### src/rtl/core/integer_interval_domain_store_assert.svh
// Assertion macros for the interval domain store
`ifndef INTEGER_INTERVAL_DOMAIN_STORE_ASSERT_SVH
`define INTEGER_INTERVAL_DOMAIN_STORE_ASSERT_SVH

// same-cycle implication
`define IIDS_ASSERT_IMP(lbl, clk, rst_n, pre, post) \
    lbl: assert property (@(posedge clk) disable iff (!rst_n) (pre) |-> (post)) \
        else $error("interval store check failed");

// next-cycle implication
`define IIDS_ASSERT_NXT(lbl, clk, rst_n, pre, post) \
    lbl: assert property (@(posedge clk) disable iff (!rst_n) (pre) |=> (post)) \
        else $error("interval store sequence check failed");

`endif

### src/rtl/core/iids_pkg.sv
`default_nettype none
package iids_pkg;

    localparam int ENTRIES_DEF    = 256;
    localparam int VALUE_BITS_DEF = 54;

    localparam int OP_W   = 4;
    localparam int IDX_W  = 8;
    localparam int VAL_W  = 53;
    localparam int ST_W   = 2;
    localparam int NSZ_W  = 9;

    localparam logic signed [63:0] UPPER_RESET = 64'sd1 <<< 51;

    typedef enum logic [OP_W-1:0] {
        OP_REMOVE     = 4'd0,
        OP_ABOVE      = 4'd1,
        OP_BELOW      = 4'd2,
        OP_FIX        = 4'd3,
        OP_MIN_SIZE   = 4'd4,
        OP_MAX_SIZE   = 4'd5,
        OP_LOAD_ENTRY = 4'd6,
        OP_LOAD_SIZES = 4'd7,
        OP_QUERY      = 4'd8
    } t_op;

    localparam logic [ST_W-1:0] ST_OK       = 2'd0;
    localparam logic [ST_W-1:0] ST_INCONS   = 2'd1;
    localparam logic [ST_W-1:0] ST_BAD_LOAD = 2'd2;

    typedef struct packed {
        logic [ST_W-1:0] status;
        logic            min_changed;
        logic            max_changed;
        logic            domain_changed;
        logic            bind_event;
        logic            size_changed;
    } t_flags;

endpackage
`default_nettype wire

### src/rtl/core/iids_exec.sv
`default_nettype none
module iids_exec
    import iids_pkg::*;
#(
    parameter int ENTRIES    = ENTRIES_DEF,
    parameter int VALUE_BITS = VALUE_BITS_DEF,
    localparam int SW = $clog2(ENTRIES + 1)
) (
    input  wire t_op                           i_op,
    input  wire logic                          i_ok,
    input  wire logic        [IDX_W-1:0]       i_idx,
    input  wire logic signed [VAL_W-1:0]       i_v,
    input  wire logic signed [VAL_W-1:0]       i_v2,
    input  wire logic signed [VALUE_BITS-1:0]  i_lo,
    input  wire logic signed [VALUE_BITS-1:0]  i_hi,
    input  wire logic        [SW-1:0]          i_size_floor,
    input  wire logic        [SW-1:0]          i_size_ceil,
    output logic                               o_we,
    output logic signed      [VALUE_BITS-1:0]  o_lo,
    output logic signed      [VALUE_BITS-1:0]  o_hi,
    output logic             [SW-1:0]          o_size_floor,
    output logic             [SW-1:0]          o_size_ceil,
    output logic             [NSZ_W-1:0]       o_nsz,
    output t_flags                             o_flags
);

    localparam int WW = (VALUE_BITS > 54) ? VALUE_BITS : 54;
    localparam logic signed [WW-1:0] ENTRIES_W = WW'(ENTRIES);

    logic signed [WW-1:0] lo_w, hi_w, v_w, v2_w, v_m1, v_p1;
    logic signed [WW-1:0] idx_w, min_w, max_w;
    logic signed [WW-1:0] n_lo, n_hi;
    logic                 act, may, cont, eq;

    assign lo_w  = WW'(i_lo);
    assign hi_w  = WW'(i_hi);
    assign v_w   = WW'(i_v);
    assign v2_w  = WW'(i_v2);
    assign v_m1  = v_w - WW'(1);
    assign v_p1  = v_w + WW'(1);
    assign idx_w = $signed(WW'(i_idx));
    assign min_w = $signed(WW'(i_size_floor));
    assign max_w = $signed(WW'(i_size_ceil));

    assign act  = idx_w < min_w;
    assign may  = idx_w < max_w;
    assign cont = (lo_w <= v_w) && (v_w <= hi_w);
    assign eq   = lo_w == hi_w;

    assign o_lo = n_lo[VALUE_BITS-1:0];
    assign o_hi = n_hi[VALUE_BITS-1:0];

    always_comb begin
        n_lo         = lo_w;
        n_hi         = hi_w;
        o_we         = 1'b0;
        o_size_floor = i_size_floor;
        o_size_ceil  = i_size_ceil;
        o_nsz        = '0;
        o_flags      = '0;
        case (i_op)
            OP_REMOVE: begin
                if (i_ok && cont) begin
                    if (eq && act) begin
                        o_flags.status = ST_INCONS;
                    end else if (eq && may) begin
                        o_size_ceil          = SW'(i_idx);
                        o_nsz                = NSZ_W'(i_idx);
                        o_flags.size_changed = 1'b1;
                    end else begin
                        o_we = 1'b1;
                        if (v_w == hi_w) begin
                            n_hi                = v_m1;
                            o_flags.max_changed = 1'b1;
                        end else if (v_w == lo_w) begin
                            n_lo                = v_p1;
                            o_flags.min_changed = 1'b1;
                        end
                        o_flags.domain_changed = 1'b1;
                    end
                end
            end
            OP_ABOVE: begin
                if (i_ok) begin
                    if (lo_w > v_w && act) begin
                        o_flags.status = ST_INCONS;
                    end else if (lo_w > v_w && may) begin
                        o_size_ceil          = SW'(i_idx);
                        o_nsz                = NSZ_W'(i_idx);
                        o_flags.size_changed = 1'b1;
                    end else if (hi_w > v_w) begin
                        o_we                   = 1'b1;
                        n_hi                   = v_w;
                        o_flags.max_changed    = 1'b1;
                        o_flags.domain_changed = 1'b1;
                    end
                end
            end
            OP_BELOW: begin
                if (i_ok) begin
                    if (hi_w < v_w && act) begin
                        o_flags.status = ST_INCONS;
                    end else if (hi_w < v_w && may) begin
                        o_size_ceil          = SW'(i_idx);
                        o_nsz                = NSZ_W'(i_idx);
                        o_flags.size_changed = 1'b1;
                    end else if (lo_w < v_w) begin
                        o_we                   = 1'b1;
                        n_lo                   = v_w;
                        o_flags.min_changed    = 1'b1;
                        o_flags.domain_changed = 1'b1;
                    end
                end
            end
            OP_FIX: begin
                if (i_ok) begin
                    if (!cont && act) begin
                        o_flags.status = ST_INCONS;
                    end else if (!cont && may) begin
                        o_size_ceil          = SW'(i_idx);
                        o_nsz                = NSZ_W'(i_idx);
                        o_flags.size_changed = 1'b1;
                    end else if (!(cont && eq && act)) begin
                        o_we                   = 1'b1;
                        n_lo                   = v_w;
                        n_hi                   = v_w;
                        o_flags.min_changed    = v_w != lo_w;
                        o_flags.max_changed    = v_w != hi_w;
                        o_flags.domain_changed = 1'b1;
                        o_flags.bind_event     = 1'b1;
                    end
                end
            end
            OP_MIN_SIZE: begin
                if (v_w > max_w && !(v_w < min_w)) begin
                    o_flags.status = ST_INCONS;
                end else if (!(v_w < min_w) && v_w != min_w) begin
                    o_size_floor         = SW'(v_w);
                    o_nsz                = v_w[NSZ_W-1:0];
                    o_flags.size_changed = 1'b1;
                end
            end
            OP_MAX_SIZE: begin
                if (v_w < min_w && !(v_w > max_w)) begin
                    o_flags.status = ST_INCONS;
                end else if (!(v_w > max_w) && v_w != max_w) begin
                    o_size_ceil          = SW'(v_w);
                    o_nsz                = v_w[NSZ_W-1:0];
                    o_flags.size_changed = 1'b1;
                end
            end
            OP_LOAD_ENTRY: begin
                if (i_ok) begin
                    if (v_w > v2_w) begin
                        o_flags.status = ST_BAD_LOAD;
                    end else begin
                        o_we = 1'b1;
                        n_lo = v_w;
                        n_hi = v2_w;
                    end
                end
            end
            OP_LOAD_SIZES: begin
                if (v_w > v2_w || v_w[WW-1] || v2_w > ENTRIES_W) begin
                    o_flags.status = ST_BAD_LOAD;
                end else begin
                    o_size_floor = SW'(v_w);
                    o_size_ceil  = SW'(v2_w);
                end
            end
            default: begin
                o_we = 1'b0;
            end
        endcase
    end

endmodule
`default_nettype wire

### config.mk
export PLATFORM = sky130hd
export DESIGN_NAME = iids_exec
export DESIGN_NICKNAME = d
export VERILOG_FILES = /design/src/rtl/core/integer_interval_domain_store_assert.svh /design/src/rtl/core/iids_pkg.sv /design/src/rtl/core/iids_exec.sv
export SDC_FILE = /design/constraint.sdc
export NUM_CORES = 1
export LEC_CHECK = 0
export BUFFER_PORTS_ARGS = -buffer_cell sky130_fd_sc_hd__buf_2
export CORE_MARGIN = 10
export CORE_UTILIZATION = 53
export DETAILED_ROUTE_END_ITERATION = 10
export GPL_TIMING_DRIVEN = 0
export PLACE_DENSITY = 0.82
export SKIP_LAST_GASP = 1
export SLEW_MARGIN = 25
export SYNTH_ARGS = -nofsm -noshare
export SYNTH_HDL_FRONTEND = slang
export SYNTH_SLANG_ARGS = --single-unit
export TNS_END_PERCENT = 20
### constraint.sdc
create_clock -name vclk -period 5.49
set_clock_uncertainty 0.15 [all_clocks]
set_input_delay 0.549 -clock vclk [all_inputs]
set_output_delay 0.549 -clock vclk [all_outputs]
set_load 0.02 [all_outputs]
==> flow_summary.toml <==
[status]
status = "finished, violations left"
violations = "setup timing"

[sta]
period_needed_ns = 5.56
slew_viol_final = 0
tightest_slew_ns = 1.22
finalCritPeriodShare_pct = 101
finalSetupTns_ns = -0.218
timing.fmax_mhz = 180
fin_ws_ns = -0.0656
setup_viol = 9
finalHoldViolCount = 0
slew_headroom_pct = 18.7

[layout]
final_area_mm2 = 0.0134
synthToLayoutAreaGrowth_pct = 25.4
drive_above_1_share_pct = 26.2
design.seq.count = 0
final_nets = 2410
n_clock_buffer = 0
final-seq-area_um2 = 0

[global_routing]
busiest_layer = "met2"
met1_usage_pct = 51.2
grt_pass1_vias = 15543
grt-ovfl-total = 0
grt_antenna_before_repair = 5
grtUsageMet3_pct = 16.2
grt_usage_pct = 45.0
grt_max_degree = 15
grt_pass1_wl_um = 92600
gr-usage-met2_pct = 68.1

[logic_synthesis]
syn-instance-count = 1578
synth.most_common_cell = "ha_1"
yosysWarnings = 0
synth_cell_types = 82
synth_top_cell_by_area = "ha_1"
yosysSeqAreaShare_pct = 0
ys_top_cells_by_area = "ha_1 (23%), a221o_1 (5.7%), inv_1 (5.1%)"
synth_fp_nets = 2018
synth.avg_cell_area_um2 = 6.75
synthTopCellsByCount = "ha_1 (195), inv_1 (144), nor2_1 (119)"
synthDominantCellAreaShare_pct = 22.9
syn-cell-area_mm2 = 0.0107

[power]
p_int_uw = 431
sw_frac_of_total_pct = 64.6
power.total_mw = 1.22
peakVddDrop_mv = 0.0702
p_per_area_mw_per_mm2 = 91.0
p_sw_uw = 786
p_comb_share_pct = 100.0
clock_power_share_pct = 0
p_seq_share_pct = 0
leakage_nw = 6.84

[drt]
drt_iter0_markers = 2895
wl_per_cell_um = 28.9
vias = 16177
drc_errors = 0
first_pass_iters = 8
drtAntennaViolNets = 0
vias_per_cell = 7.24
routed_wl_um = 64600

[setup_path]
slowest_delay_ns = 0.45
crit_buf_inv = 6
cp_top_family = "simple AND/OR/NAND/NOR gates"
critPathKind = "primary input to output pin"
cp_cell_sequence = "buf_2 -> inv_1 -> ha_1 -> nand4_1 -> nor4_4 -> nand4_1 -> a31o_2 -> nand4bb_1 -> nand3_2 -> nor2_2 -> clkinvlp_4 -> o211ai_1 -> buf_4 -> buf_2 -> o21a_1 -> a211o_1 -> buf_2"
start_kind = "primary input"
crit_path_frequent_cell = "buf_2"
crit_slowest_cell = "nor4_4"
path_max_fanout = 10
critPathLaunch = "i_v2[47]"
arrival_ns = 4.86
cp-end-kind = "output pin"
critical_path_required_ns = 4.79

[placement]
io_buffer_count = 387
placed_area_mm2 = 0.0130
hpwlAfterDp_um = 52000
place_congestion = 1.13

[floorplanning]
placementRows = 51
dieArea_mm2 = 0.0262
core_region_area_mm2 = 0.0196
die_w_um = 162
io_pins = 388
start_util_pct = 54.4
die_y_um = 162

[hold_path]
hp-class = "primary input to output pin"
hold_path.startpoint = "i_lo[48]"

[clock_network]
cts_hold_buf = 0

[flow_run]
maxCapViolCount = 0
power by group through the flow:
stage | Combinational (mW) | Clock [mW] | Sequential [mW]
2_1_floorplan | 0.649 | 0 | 0
3_3_place_gp | 1.10 | 0 | 0
3_5_place_dp | 1.12 | 0 | 0
4_1_cts | 1.14 | 0 | 0
5_1_grt | 1.28 | 0 | 0
6_report | 1.22 | 0.0000000245 | 0
worst paths after layout:
check	to	slack (ns)	cells past startpoint
setup / recovery	o_lo[11]	-0.07	17
hold / removal	o_lo[48]	1.35	3
through the flow:
step | utilization [%] | hold slack [ns] | setup slack (ns) | cells
floorplan | - | 1.14 | 0.782 | 1578
global placement | 66.0 | 1.33 | -1.17 | 2230
detailed placement | 66.1 | 1.34 | -1.20 | 2232
CTS | 66.8 | 1.34 | -0.00554 | 2225
global route | 68.2 | 1.35 | -0.0127 | 2233
finish | 68.2 | 1.35 | -0.0656 | 2234
placed cells by master, fill, tap and decap left out, drive strengths merged, types with 6 or more instances in the layout:
| cell type | netlist | routed |
|---|---|---|
| a221o | 62 | 62 |
| nor3 | 67 | 67 |
| a21o | 23 | 23 |
| or3 | 9 | 9 |
| nor2 | 122 | 122 |
| a211o | 41 | 41 |
| mux2i | 9 | 9 |
| nor2b | 10 | 10 |
| a2bb2oi | 6 | 6 |
| o22ai | 32 | 32 |
| o21ai | 63 | 63 |
| xnor2 | 40 | 40 |
| and3 | 36 | 36 |
| and2 | 15 | 15 |
| nand3 | 60 | 60 |
| nand2b | 6 | 6 |
| o221ai | 9 | 9 |
| a31oi | 9 | 9 |
| a21oi | 78 | 78 |
| a22oi | 19 | 19 |
| inv | 144 | 139 |
| o21a | 58 | 58 |
| or2 | 6 | 6 |
| clkbuf | 75 | 60 |
| nand4 | 52 | 52 |
| a211oi | 13 | 13 |
| ha | 195 | 195 |
| nand2 | 108 | 108 |
| o211ai | 16 | 16 |
| nor4 | 52 | 52 |
| or4 | 8 | 8 |
| o31ai | 7 | 7 |
| a221oi | 6 | 6 |
| buf | 16 | 421 |
| xor2 | 52 | 52 |
| clkinvlp | 0 | 6 |
cells by family (layout without fill, tap and decap cells):
kind of cell	count (synthesis)	after routing	share of synthesized area, %
XOR/XNOR	92	92	7.56
other	0	1	0
buffers and inverters	236	626	8.60
AND/OR/NAND/NOR	570	570	27.5
adder cells (fa/ha/maj)	195	195	22.9
AO/OA/AOI/OAI	475	475	32.5
multiplexers	10	10	0.951
per-layer routing:
metal  vias up  wire [µm]
li1       6785          -
met1      7207      21500
met2      1697      26300
met3       482      10500
met4         6       6180
met5         -         43
timing repair:
item / in CTS / in global routing
gates resized for setup: 55 / 70
pin swaps: 4 / 10
endpoints found under the hold margin: 0 / 0
setup endpoints to repair: 129 / 119
buffers inserted: 5 / 15
layout make-up:
| cell class | count | area [µm²] |
|---|---|---|
| tap | 265 | 332 |
| fill | 1818 | 6230 |
| buffer | 72 | 390 |
| antenna | 1 | 2.50 |
| inverter | 145 | 567 |
| multi-input combinational | 1342 | 9950 |
| timing repair buffer | 409 | 2120 |
No activity file was read; power rests on OpenSTA's default activity.
