==> config.mk <==
export PLATFORM = sky130hd
export DESIGN_NAME = iids_ram
export DESIGN_NICKNAME = d
export VERILOG_FILES = /design/src/rtl/core/integer_interval_domain_store_assert.svh /design/src/rtl/core/iids_ram.sv
export SDC_FILE = /design/constraint.sdc
export NUM_CORES = 1
export LEC_CHECK = 0
export ABC_AREA = 1
export BUFFER_PORTS_ARGS = -buffer_cell sky130_fd_sc_hd__buf_4
export CORE_MARGIN = 1
export CORE_UTILIZATION = 55
export DETAILED_ROUTE_END_ITERATION = 7
export GPL_TIMING_DRIVEN = 0
export PLACE_DENSITY = 0.82
export SYNTH_ARGS = -nofsm -noshare
export SYNTH_HDL_FRONTEND = slang
export SYNTH_SLANG_ARGS = --single-unit
export TNS_END_PERCENT = 1
==> constraint.sdc <==
create_clock -name i_clk -period 1.3 [get_ports i_clk]
set_clock_uncertainty 0.2 [all_clocks]
set_input_delay 0.065 -clock i_clk [delete_from_list [all_inputs] [get_ports i_clk]]
set_output_delay 0.065 -clock i_clk [all_outputs]
set_load 0.1 [all_outputs]
==> src/rtl/core/integer_interval_domain_store_assert.svh <==
// Assertion macros for the interval domain store
`ifndef INTEGER_INTERVAL_DOMAIN_STORE_ASSERT_SVH
`define INTEGER_INTERVAL_DOMAIN_STORE_ASSERT_SVH

// same-cycle implication
`define IIDS_ASSERT_IMP(lbl, clk, rst_n, pre, post) \
    lbl: assert property (@(posedge clk) disable iff (!rst_n) (pre) |-> (post)) \
        else $error("interval store check failed");

// next-cycle implication
`define IIDS_ASSERT_NXT(lbl, clk, rst_n, pre, post) \
    lbl: assert property (@(posedge clk) disable iff (!rst_n) (pre) |=> (post)) \
        else $error("interval store sequence check failed");

`endif

==> src/rtl/core/iids_ram.sv <==
`default_nettype none
module iids_ram #(
    parameter int WIDTH = 8,
    parameter int DEPTH = 16,
    localparam int AW = (DEPTH > 1) ? $clog2(DEPTH) : 1
) (
    input  wire logic             i_clk,
    input  wire logic             i_we,
    input  wire logic [AW-1:0]    i_waddr,
    input  wire logic [WIDTH-1:0] i_wdata,
    input  wire logic             i_re,
    input  wire logic [AW-1:0]    i_raddr,
    output logic      [WIDTH-1:0] o_rdata
);

    logic [WIDTH-1:0] r_mem [DEPTH];

    always_ff @(posedge i_clk) begin
        if (i_we) begin
            r_mem[i_waddr] <= i_wdata;
        end
        if (i_re) begin
            o_rdata <= r_mem[i_raddr];
        end
    end

endmodule
`default_nettype wire

==> key figures, run 1 <==
Status
  • Outcome: complete, but fails checks
  • Failing checks: hold timing, setup timing

Synth
  • Area share of the largest cell type after synthesis: 69.85%
  • Post-Synthesis Cell Area: 0.005847 mm2
  • Dominant cells by area after synthesis: edfxtp_1 (70%), nand2_1 (11%), nand3_1 (8.3%)
  • Synth cell types: 11
  • Syn nets: 570
  • Avg Cell Area, Syn: 10.61 um2
  • Sequential fraction of the synthesis area: 69.85%
  • Synthesis Warnings: 0
  • Synth area leader: edfxtp_1
  • Syn Inst Count: 551
  • Synth Register Bits: 136

Timing
  • Slack of the critical path: -0.07389 ns
  • Hold_ws: -0.04899 ns
  • Post-layout minimum cycle time: 1.374 ns
  • RSZ-0062 raised after global routing: yes
  • Least-Margin Pin Slew: 0.9729 ns
  • Final setup fails: 14
  • Final period util: 105.7%
  • Max Slew Vio Count: 0
  • F_max: 0.7279 GHz
  • Fin. Hold Viols: 46
  • Rel. slew slack: 34.90%

Layout
  • Cell area after layout: 0.007051 mm2
  • Most frequent cells in the layout: nand2_1 (169), edfxtp_1 (136), inv_1 (99)
  • Most common cell after layout, fill and taps aside: nand2_1
  • Nets: 628
  • Layout Area Growth over Synthesis: 20.59%
  • # diodes: 0
  • Share of cells above drive strength 1: 16.91%

Clocking
  • CTS H-tree lvls: 4
  • Clock buffer depth: 2
  • Hold_buf cts: 16
  • Post-CTS Repair Setup Buffers: 0
  • Clock latency at the later pin of the worst-skew pair: 0.53 ns
  • CTS root buf: clkbuf_8
  • CTS tree: built
  • Sink Count: 136
  • CTS clk-pin slew, worst paths: 0.06 ns
  • Cts bufs inserted: 17

Floorplan
  • Core Area: 0.01032 mm2
  • Die height: 105.1 um
  • FP Rows: 37
  • Die boundary width: 105.1 um
  • Die area: 0.01105 mm2
  • I/O pin total: 27
  • Initial core utilization: 56.64%

Drt
  • Detail Route Antenna Nets: 0
  • WL/cell: 18.34 um
  • DR vias: 4,172
  • Drt drc: 0
  • Pre-antenna DRT Iters: 6
  • DR iter-0 viols: 528
  • Final wirelength: 13,880 um
  • DR vias/cell: 5.511

Flow run
  • Maxcap violations: 0

Power
  • Cell-internal power: 7874 uW
  • Gate power share: 8.8%
  • Clk network pwr share: 42.4%
  • Power Density: 1445 mW/mm2
  • Sequential Power Share: 48.8%
  • VDD IR max: 0.8148 mV
  • Switching Share: 22.72%
  • Switching power total: 2315 uW
  • Leakage: 0.003039 uW

Setup path
  • Worst path arrival time: 1.11 ns
  • Crit-path cells: buf_6
  • Crit end category: output port
  • CP Class: register to output port
  • Crit path buf inv count: 1
  • WP data required: 1.03 ns
  • Slowest Stage Delay on Critical Path: 0.38 ns
  • Critical path's top delay family: flip-flops
  • Slowest CP cell: edfxtp_1
  • Critical Path Source Type: register
  • CP max FO: 1

Global route
  • Grt ovf: 0
  • Largest net degree at the start of global routing: 17
  • First-pass GRT wire length: 21,180 um
  • Initial antenna violation count: 0
  • Number of global-route vias before repair: 3,945
  • Total track usage: 26.66%

Placed design
  • Routability cong.: 0.8637
  • Cell Area, Placed: 0.006190 mm2
  • Dpl hpwl: 8841 um
  • Port-buffer cells: 23

Worst hold path
  • Worst hold path class: primary input to register
-- through the flow --
step	setup TNS, ns	util, %	setup WS [ns]	instances	total power, uW
3_3_place_gp	-35.96	59.96	-0.3785	710	5820
2_1_floorplan	0	-	0.08416	551	5554
6_report	-0.5855	68.29	-0.07389	757	10190
4_1_cts	-0.6871	67.42	-0.09904	757	10160
3_5_place_dp	-42.03	59.96	-0.4335	710	5844
5_1_grt	-1.139	68.29	-0.1125	757	10420
-- area by class of cell --
type,count,area (um2)
Buffer,24,166.4
Clock buffer,18,417.9
Clock inverter,13,112.6
Fill cell,705,3273
Inverter,102,382.9
Multi-Input combinational cell,289,1354
Sequential cell,136,4084
Tap cell,136,170.2
Timing Repair Buffer,39,362.8
-- layer usage --
metal | track usage (%) | vias up | part of all wire [%]
li1 | - | 1897 | -
met1 | 34.62 | 1953 | 39
met2 | 41.44 | 279 | 46
met3 | 6.987 | 43 | 11
met4 | 13.88 | 0 | 3.5
met5 | 0 | - | 0
-- power groups by stage --
| stage | sequential (uW) | clock, uW | combinational (uW) |
|---|---|---|---|
| global route | 4980 | 4490 | 958 |
| floorplan | 5210 | 0 | 346 |
| finish | 4970 | 4320 | 899 |
| CTS | 4970 | 4320 | 860 |
| detailed placement | 5060 | 0 | 788 |
| global placement | 5050 | 0 | 769 |
-- cell usage after synthesis, drive strengths merged --
| library cell | n |
|---|---|
| nor2 | 17 |
| buf | 24 |
| nand3b | 2 |
| nand2 | 173 |
| nand3 | 97 |
| edfxtp | 136 |
| inv | 102 |
-- state kept, by name, summed over array words and instances (netlist names) --
register and flops:
r_mem 128, o_rdata 8
-- kinds of logic after synthesis --
family | share of synthesized area, %
AND/OR/NAND/NOR | 20.76
flip-flops | 69.85
buffers and inverters | 9.394
-- timing repair --
action,CTS,global route
setup endpoints to repair,16,16
gates cloned,0,0
resized for setup,20,19
pin swaps,2,5
endpoints found under the hold margin,208,8
-- worst paths after layout --
check | startpoint | depth (start not counted) | end | slack (ns)
worst min register to register | r_mem[13][5]$_DFFE_PP_ | 6 | o_rdata[5]$_DFFE_PP_ | 0.56
worst max-delay path | o_rdata[7]$_DFFE_PP_ | 1 | o_rdata[7] | -0.07
worst max register to register | r_mem[14][2]$_DFFE_PP_ | 6 | o_rdata[2]$_DFFE_PP_ | -0.04
worst min-delay path | i_waddr[1] | 3 | r_mem[3][7]$_DFFE_PP_ | -0.05
No activity file was read; power rests on OpenSTA's default activity.
==> run 2: changes to the inputs <==
Settings changed: CTS_BUF_LIST set to sky130_fd_sc_hd__clkbuf_16.
==> key figures, run 2 (synthesis gave the netlist of run 1 again) <==
Drt
  • DR iter-0 viols: 424 (was 528)
  • Final wirelength: 13,500 um (was 13,880 um)
  • Pre-antenna DRT Iters: 5 (was 6)
  • WL/cell: 17.98 um (was 18.34 um)
  • DR vias: 4,104 (was 4,172)
  • DR vias/cell: 5.465 (was 5.511)
  • Drt drc: 0 (unchanged)
  • Detail Route Antenna Nets: 0 (unchanged)

Placed design
  • Cell Area, Placed: 0.006190 mm2 (unchanged)
  • Dpl hpwl: 8841 um (unchanged)
  • Setup WS pre-CTS: -0.4335 ns (unchanged)
  • Routability cong.: 0.8637 (unchanged)
  • Port-buffer cells: 23 (unchanged)

Power
  • Sequential Power Share: 48.6% (was 48.8%)
  • VDD IR max: 0.8261 mV (was 0.8148 mV)
  • Switching power total: 2286 uW (was 2315 uW)
  • Switching Share: 22.35% (was 22.72%)
  • Clk network pwr share: 42.9% (was 42.4%)
  • Total power: 10,230 uW (was 10,190 uW)
  • Gate power share: 8.5% (was 8.8%)
  • Power Density: 1470 mW/mm2 (was 1445 mW/mm2)
  • Leakage: 0.002995 uW (was 0.003039 uW)
  • Cell-internal power: 7940 uW (was 7874 uW)

Clocking
  • Cts bufs inserted: 17 (unchanged)
  • Sink Count: 136 (unchanged)
  • CTS H-tree lvls: 4 (unchanged)
  • Clock buffer depth: 2 (unchanged)
  • Post-CTS Repair Setup Buffers: 0 (unchanged)
  • CTS clk-pin slew, worst paths: 0.06 ns (about the same)
  • Clock latency at the later pin of the worst-skew pair: 0.41 ns (was 0.53 ns)
  • CTS tree: built (unchanged)
  • CTS root buf: clkbuf_16 (was clkbuf_8)

Timing
  • RSZ-0062 raised after global routing: yes (unchanged)
  • Final period util: 103.4% (was 105.7%)
  • Fin. Hold Viols: 0 (was 46)
  • Setup tns final: -0.1923 ns (was -0.5855 ns)
  • Max Slew Vio Count: 0 (unchanged)
  • Post-layout minimum cycle time: 1.345 ns (was 1.374 ns)
  • Final setup fails: 17 (was 14)
  • Slack of the critical path: -0.04467 ns (was -0.07389 ns)
  • Least-Margin Pin Slew: 0.8671 ns (was 0.9729 ns)
  • F_max: 0.7437 GHz (was 0.7279 GHz)
  • Rel. slew slack: 41.98% (was 34.90%)
  • Hold_ws: 0.06688 ns (was -0.04899 ns)

Floorplan
  • Core Area: 0.01032 mm2 (unchanged)
  • I/O pin total: 27 (unchanged)
  • Initial core utilization: 56.64% (unchanged)
  • FP Rows: 37 (unchanged)
  • Die boundary width: 105.1 um (unchanged)
  • Die area: 0.01105 mm2 (unchanged)
  • Die height: 105.1 um (unchanged)

Global route
  • Largest net degree at the start of global routing: 17 (unchanged)
  • Initial antenna violation count: 0 (unchanged)
  • Grt ovf: 0 (unchanged)
  • Number of global-route vias before repair: 3,884 (was 3,945)
  • First-pass GRT wire length: 20,960 um (was 21,180 um)
  • Total track usage: 26.35% (was 26.66%)

Setup path
  • Reg2Reg Launch Point: r_mem[0][3]$_DFFE_PP_ (was r_mem[14][2]$_DFFE_PP_)
  • CP Class: register to register (was register to output port)
  • CP max FO: 1 (unchanged)
  • Worst path arrival time: 1.31 ns (was 1.11 ns)
  • R2r setup slk: -0.04 ns (about the same)
  • WP data required: 1.26 ns (was 1.03 ns)
  • RR Endpoint: o_rdata[3]$_DFFE_PP_ (was o_rdata[2]$_DFFE_PP_)
  • R2R depth: 6 (unchanged)
  • Critical Path Source Type: register (unchanged)
  • Crit end category: register (was output port)

Status
  • Failing checks: setup timing (was hold timing, setup timing)
  • Outcome: complete, but fails checks (unchanged)

Layout
  • Layout Area Growth over Synthesis: 18.96% (was 20.59%)
  • Number of flip-flops in the largest register: 128 (unchanged)
  • Largest reg by FF count: r_mem (unchanged)
  • Nets: 622 (was 628)
  • Most frequent cells in the layout: nand2_1 (168), edfxtp_1 (136), inv_1 (100) (was nand2_1 (169), edfxtp_1 (136), inv_1 (99))
  • Cell area after layout: 0.006955 mm2 (was 0.007051 mm2)
  • Share of cells above drive strength 1: 16.26% (was 16.91%)
  • Most common cell after layout, fill and taps aside: nand2_1 (unchanged)
  • Largest regs: r_mem (128), o_rdata (8) (unchanged)
  • # diodes: 0 (unchanged)

Worst hold path
  • Worst hold path class: primary input to register (unchanged)
  • Hold path endpoint: r_mem[3][6]$_DFFE_PP_ (was r_mem[3][7]$_DFFE_PP_)
  • Hold Crit Start: i_waddr[1] (unchanged)
  • Hold depth: 3 (unchanged)

Flow run
  • Maxcap violations: 0 (unchanged)
## run 2: how the worst max path moves through the flow
stage | startpoint | end | slack (ns) | depth (start not counted)
final | r_mem[0][3]$_DFFE_PP_ | o_rdata[3]$_DFFE_PP_ | -0.04 | 6
after global routing | r_mem[5][2]$_DFFE_PP_ | o_rdata[2]$_DFFE_PP_ | -0.07 | 6
after CTS | r_mem[14][4]$_DFFE_PP_ | o_rdata[4]$_DFFE_PP_ | -0.004 | 6
after detailed placement | i_waddr[3] | r_mem[4][1]$_DFFE_PP_ | -0.43 | 3
after global placement | i_waddr[3] | r_mem[4][4]$_DFFE_PP_ | -0.38 | 3
after floorplan | i_waddr[3] | r_mem[4][0]$_DFFE_PP_ | 0.08 | 2
## run 2: metrics by stage
step | util [%] | cells
after floorplan | - | 551
after global placement | 59.96 | 710
after detailed placement | 59.96 | 710
after CTS | 66.90 | 751
after global routing | 67.37 | 751
final | 67.37 | 751
## run 2: layout make-up
class / count / area [um2]
Clock buffer: 17 / 425.4
Clock inverter: 14 / 116.4
Inverter: 102 / 382.9
Fill cell: 729 / 3368
Buffer: 24 / 166.4
Tap cell: 136 / 170.2
Sequential cell: 136 / 4084
Timing Repair Buffer: 33 / 299.0
Multi-Input combinational cell: 289 / 1311
## run 2: what timing repair did
action,4_1_cts,5_1_grt
endpoints found under the setup margin,19,50
pin swaps,4,4
gates resized for setup,18,15
hold buffers,10,0
hold endpoints to repair,142,0
## run 2: routing by layer
layer / vias up / wire (um) / track usage (%)
met2: 273 / 6347 / 41.63
met4: 0 / 316 / 11.67
met5: - / 0 / 0
li1: 1887 / - / -
met3: 29 / 1583 / 6.675
met1: 1915 / 5256 / 34.62
## run 2: power groups by stage
stage | Sequential, uW | Combinational [uW] | Clock [uW]
4_1_cts | 4970 | 840 | 4400
3_5_place_dp | 5060 | 788 | 0
5_1_grt | 4980 | 926 | 4570
6_report | 4970 | 868 | 4390
3_3_place_gp | 5050 | 769 | 0
2_1_floorplan | 5210 | 346 | 0
## run 2: critical path, stage by stage, from the launching register on
cell and delay [ns]:
edfxtp_1 0.37, inv_1 0.07, nand2_1 0.06, nand3_1 0.08
nand3_1 0.13, nand3_1 0.11, nand2_1 0.08
==> run 3: changes to the inputs <==
Settings changed: CORE_ASPECT_RATIO set to 0.5.
==> key figures, run 3 (synthesis gave the netlist of run 1 again) <==
Status
  • Outcome: complete, but fails checks (unchanged)
  • Failing checks: hold timing, setup timing (was setup timing)

Timing
  • RSZ-0062 raised after global routing: yes (unchanged)
  • Final setup fails: 10 (was 17)
  • Slack of the critical path: -0.05703 ns (was -0.04467 ns)
  • Least-Margin Pin Slew: 0.8866 ns (was 0.8671 ns)
  • F_max: 0.7369 GHz (was 0.7437 GHz)
  • Max Slew Vio Count: 0 (unchanged)
  • Rel. slew slack: 40.68% (was 41.98%)
  • Fin. Hold Viols: 1 (was 0)
  • Hold_ws: -0.005323 ns (was 0.06688 ns)
  • Final period util: 104.4% (was 103.4%)
  • Post-layout minimum cycle time: 1.357 ns (was 1.345 ns)

Drt
  • DR vias/cell: 5.746 (was 5.465)
  • Drt drc: 0 (unchanged)
  • Detail Route Antenna Nets: 0 (unchanged)
  • Final wirelength: 15,130 um (was 13,500 um)
  • WL/cell: 19.98 um (was 17.98 um)
  • DR iter-0 viols: 640 (was 424)
  • Pre-antenna DRT Iters: 6 (was 5)
  • DR vias: 4,350 (was 4,104)

Floorplan
  • Die area: 0.01107 mm2 (was 0.01105 mm2)
  • Die boundary width: 147.8 um (was 105.1 um)
  • I/O pin total: 27 (unchanged)
  • Die height: 74.91 um (was 105.1 um)
  • Initial core utilization: 56.88% (was 56.64%)
  • FP Rows: 26 (was 37)
  • Core Area: 0.01028 mm2 (was 0.01032 mm2)

Global route
  • Largest net degree at the start of global routing: 17 (unchanged)
  • Initial antenna violation count: 0 (unchanged)
  • Met1 usage: 34.35% (was 34.62%)
  • Gr busiest metal: met2 (unchanged)
  • M2 GR Usage: 46.80% (was 41.63%)
  • Total track usage: 28.48% (was 26.35%)
  • Number of global-route vias before repair: 4,123 (was 3,884)
  • Global Route met3 Usage: 8.424% (was 6.675%)
  • First-pass GRT wire length: 21,900 um (was 20,960 um)
  • Grt ovf: 0 (unchanged)

Power
  • Power Density: 1468 mW/mm2 (was 1470 mW/mm2)
  • Total power: 10,370 uW (was 10,230 uW)
  • VDD IR max: 0.7931 mV (was 0.8261 mV)
  • Leakage: 0.003039 uW (was 0.002995 uW)

Layout
  • Largest regs: r_mem (128), o_rdata (8) (unchanged)
  • Share of cells above drive strength 1: 19.12% (was 16.26%)
  • Layout Area Growth over Synthesis: 20.82% (was 18.96%)
  • Nets: 623 (was 622)
  • Most frequent cells in the layout: nand2_1 (170), edfxtp_1 (136), inv_1 (96) (was nand2_1 (168), edfxtp_1 (136), inv_1 (100))
  • Most common cell after layout, fill and taps aside: nand2_1 (unchanged)
  • Largest reg by FF count: r_mem (unchanged)
  • Number of flip-flops in the largest register: 128 (unchanged)
  • # diodes: 0 (unchanged)

Clocking
  • CTS H-tree lvls: 4 (unchanged)
  • Sink Count: 136 (unchanged)
  • CTS tree: built (unchanged)
  • Post-CTS Repair Setup Buffers: 0 (unchanged)
  • CTS clk-pin slew, worst paths: 0.06 ns (about the same)
  • Clock latency at the later pin of the worst-skew pair: 0.42 ns (was 0.41 ns)
  • Clock buffer depth: 2 (unchanged)
  • Cts bufs inserted: 17 (unchanged)
  • CTS root buf: clkbuf_16 (unchanged)

Flow run
  • Maxcap violations: 0 (unchanged)

Placed design
  • Port-buffer cells: 23 (unchanged)
  • Routability cong.: 0.9419 (was 0.8637)
  • Dpl hpwl: 8933 um (was 8841 um)

Setup path
  • Crit end category: register (unchanged)
  • CP max FO: 1 (unchanged)
  • Worst path arrival time: 1.32 ns (was 1.31 ns)
  • WP data required: 1.27 ns (was 1.26 ns)
  • Critical Path Source Type: register (unchanged)
  • CP Class: register to register (unchanged)

Worst hold path
  • Worst hold path class: primary input to register (unchanged)
run 3: cell count changes in the layout (fill, tap and decap cells not counted), sizes merged:
cell         previous run  this run
clkinv                 10        13
dlygate4sd3            10        11
clkinvlp                1         0
inv                   103       102
run 3: worst paths after layout:
| path | from | endpoint | slack [ns] | cells after the start |
|---|---|---|---|---|
| max reg2reg | r_mem[6][6]$_DFFE_PP_ | o_rdata[6]$_DFFE_PP_ | -0.06 | 6 |
| min | i_raddr[2] | o_rdata[0]$_DFFE_PP_ | -0.005 | 4 |
| min reg2reg | r_mem[8][3]$_DFFE_PP_ | o_rdata[3]$_DFFE_PP_ | 0.57 | 6 |
| max | r_mem[6][6]$_DFFE_PP_ | o_rdata[6]$_DFFE_PP_ | -0.06 | 6 |
run 3: stage by stage:
stage                     cell area, um2  setup slack, ns  TNS, ns  cells  utilization (%)
after floorplan                     5847          0.08416        0    551                -
after global placement              6195          -0.3920   -38.13    714            60.26
after detailed placement            6195          -0.4094   -42.05    714            60.26
after CTS                           6930         -0.04280  -0.2097    757            67.42
after global routing                7064         -0.08898  -0.9071    757            68.72
final                               7064         -0.05703  -0.2882    757            68.72
run 3: worst max-delay path, stage by stage (launching register included):
cell      delay (ns)
edfxtp_1        0.38
inv_1           0.07
nand2_1         0.05
nand3_1         0.08
nand3_1         0.11
nand3_2         0.12
nand2_1         0.09
run 3: power by group:
part	switching, uW	internal (uW)	leakage [uW]
Sequential	33.4	4940	0.00124
Clock	1730	2740	0.000272
Combinational	661	264	0.00153
run 3: repair_timing:
action	CTS	global route
pin swaps	8	1
hold buffers	11	0
cloned	0	0
endpoints found under the setup margin	13	41
endpoints found under the hold margin	138	0
resized for setup	20	33
run 3: routing by layer:
layer	part of all wire [%]	vias up
met5	0	-
li1	-	1886
met4	3.4	0
met3	12	51
met2	48	338
met1	37	2075
run 3: final cells by class:
class                           instances  area (um2)
Clock inverter                         15       116.4
Multi-Input combinational cell        289        1401
Sequential cell                       136        4084
Tap cell                              140       175.2
Inverter                              102       382.9
Clock buffer                           17       425.4
Timing Repair Buffer                   34       312.8
Fill cell                             666        3216
Buffer                                 24       166.4
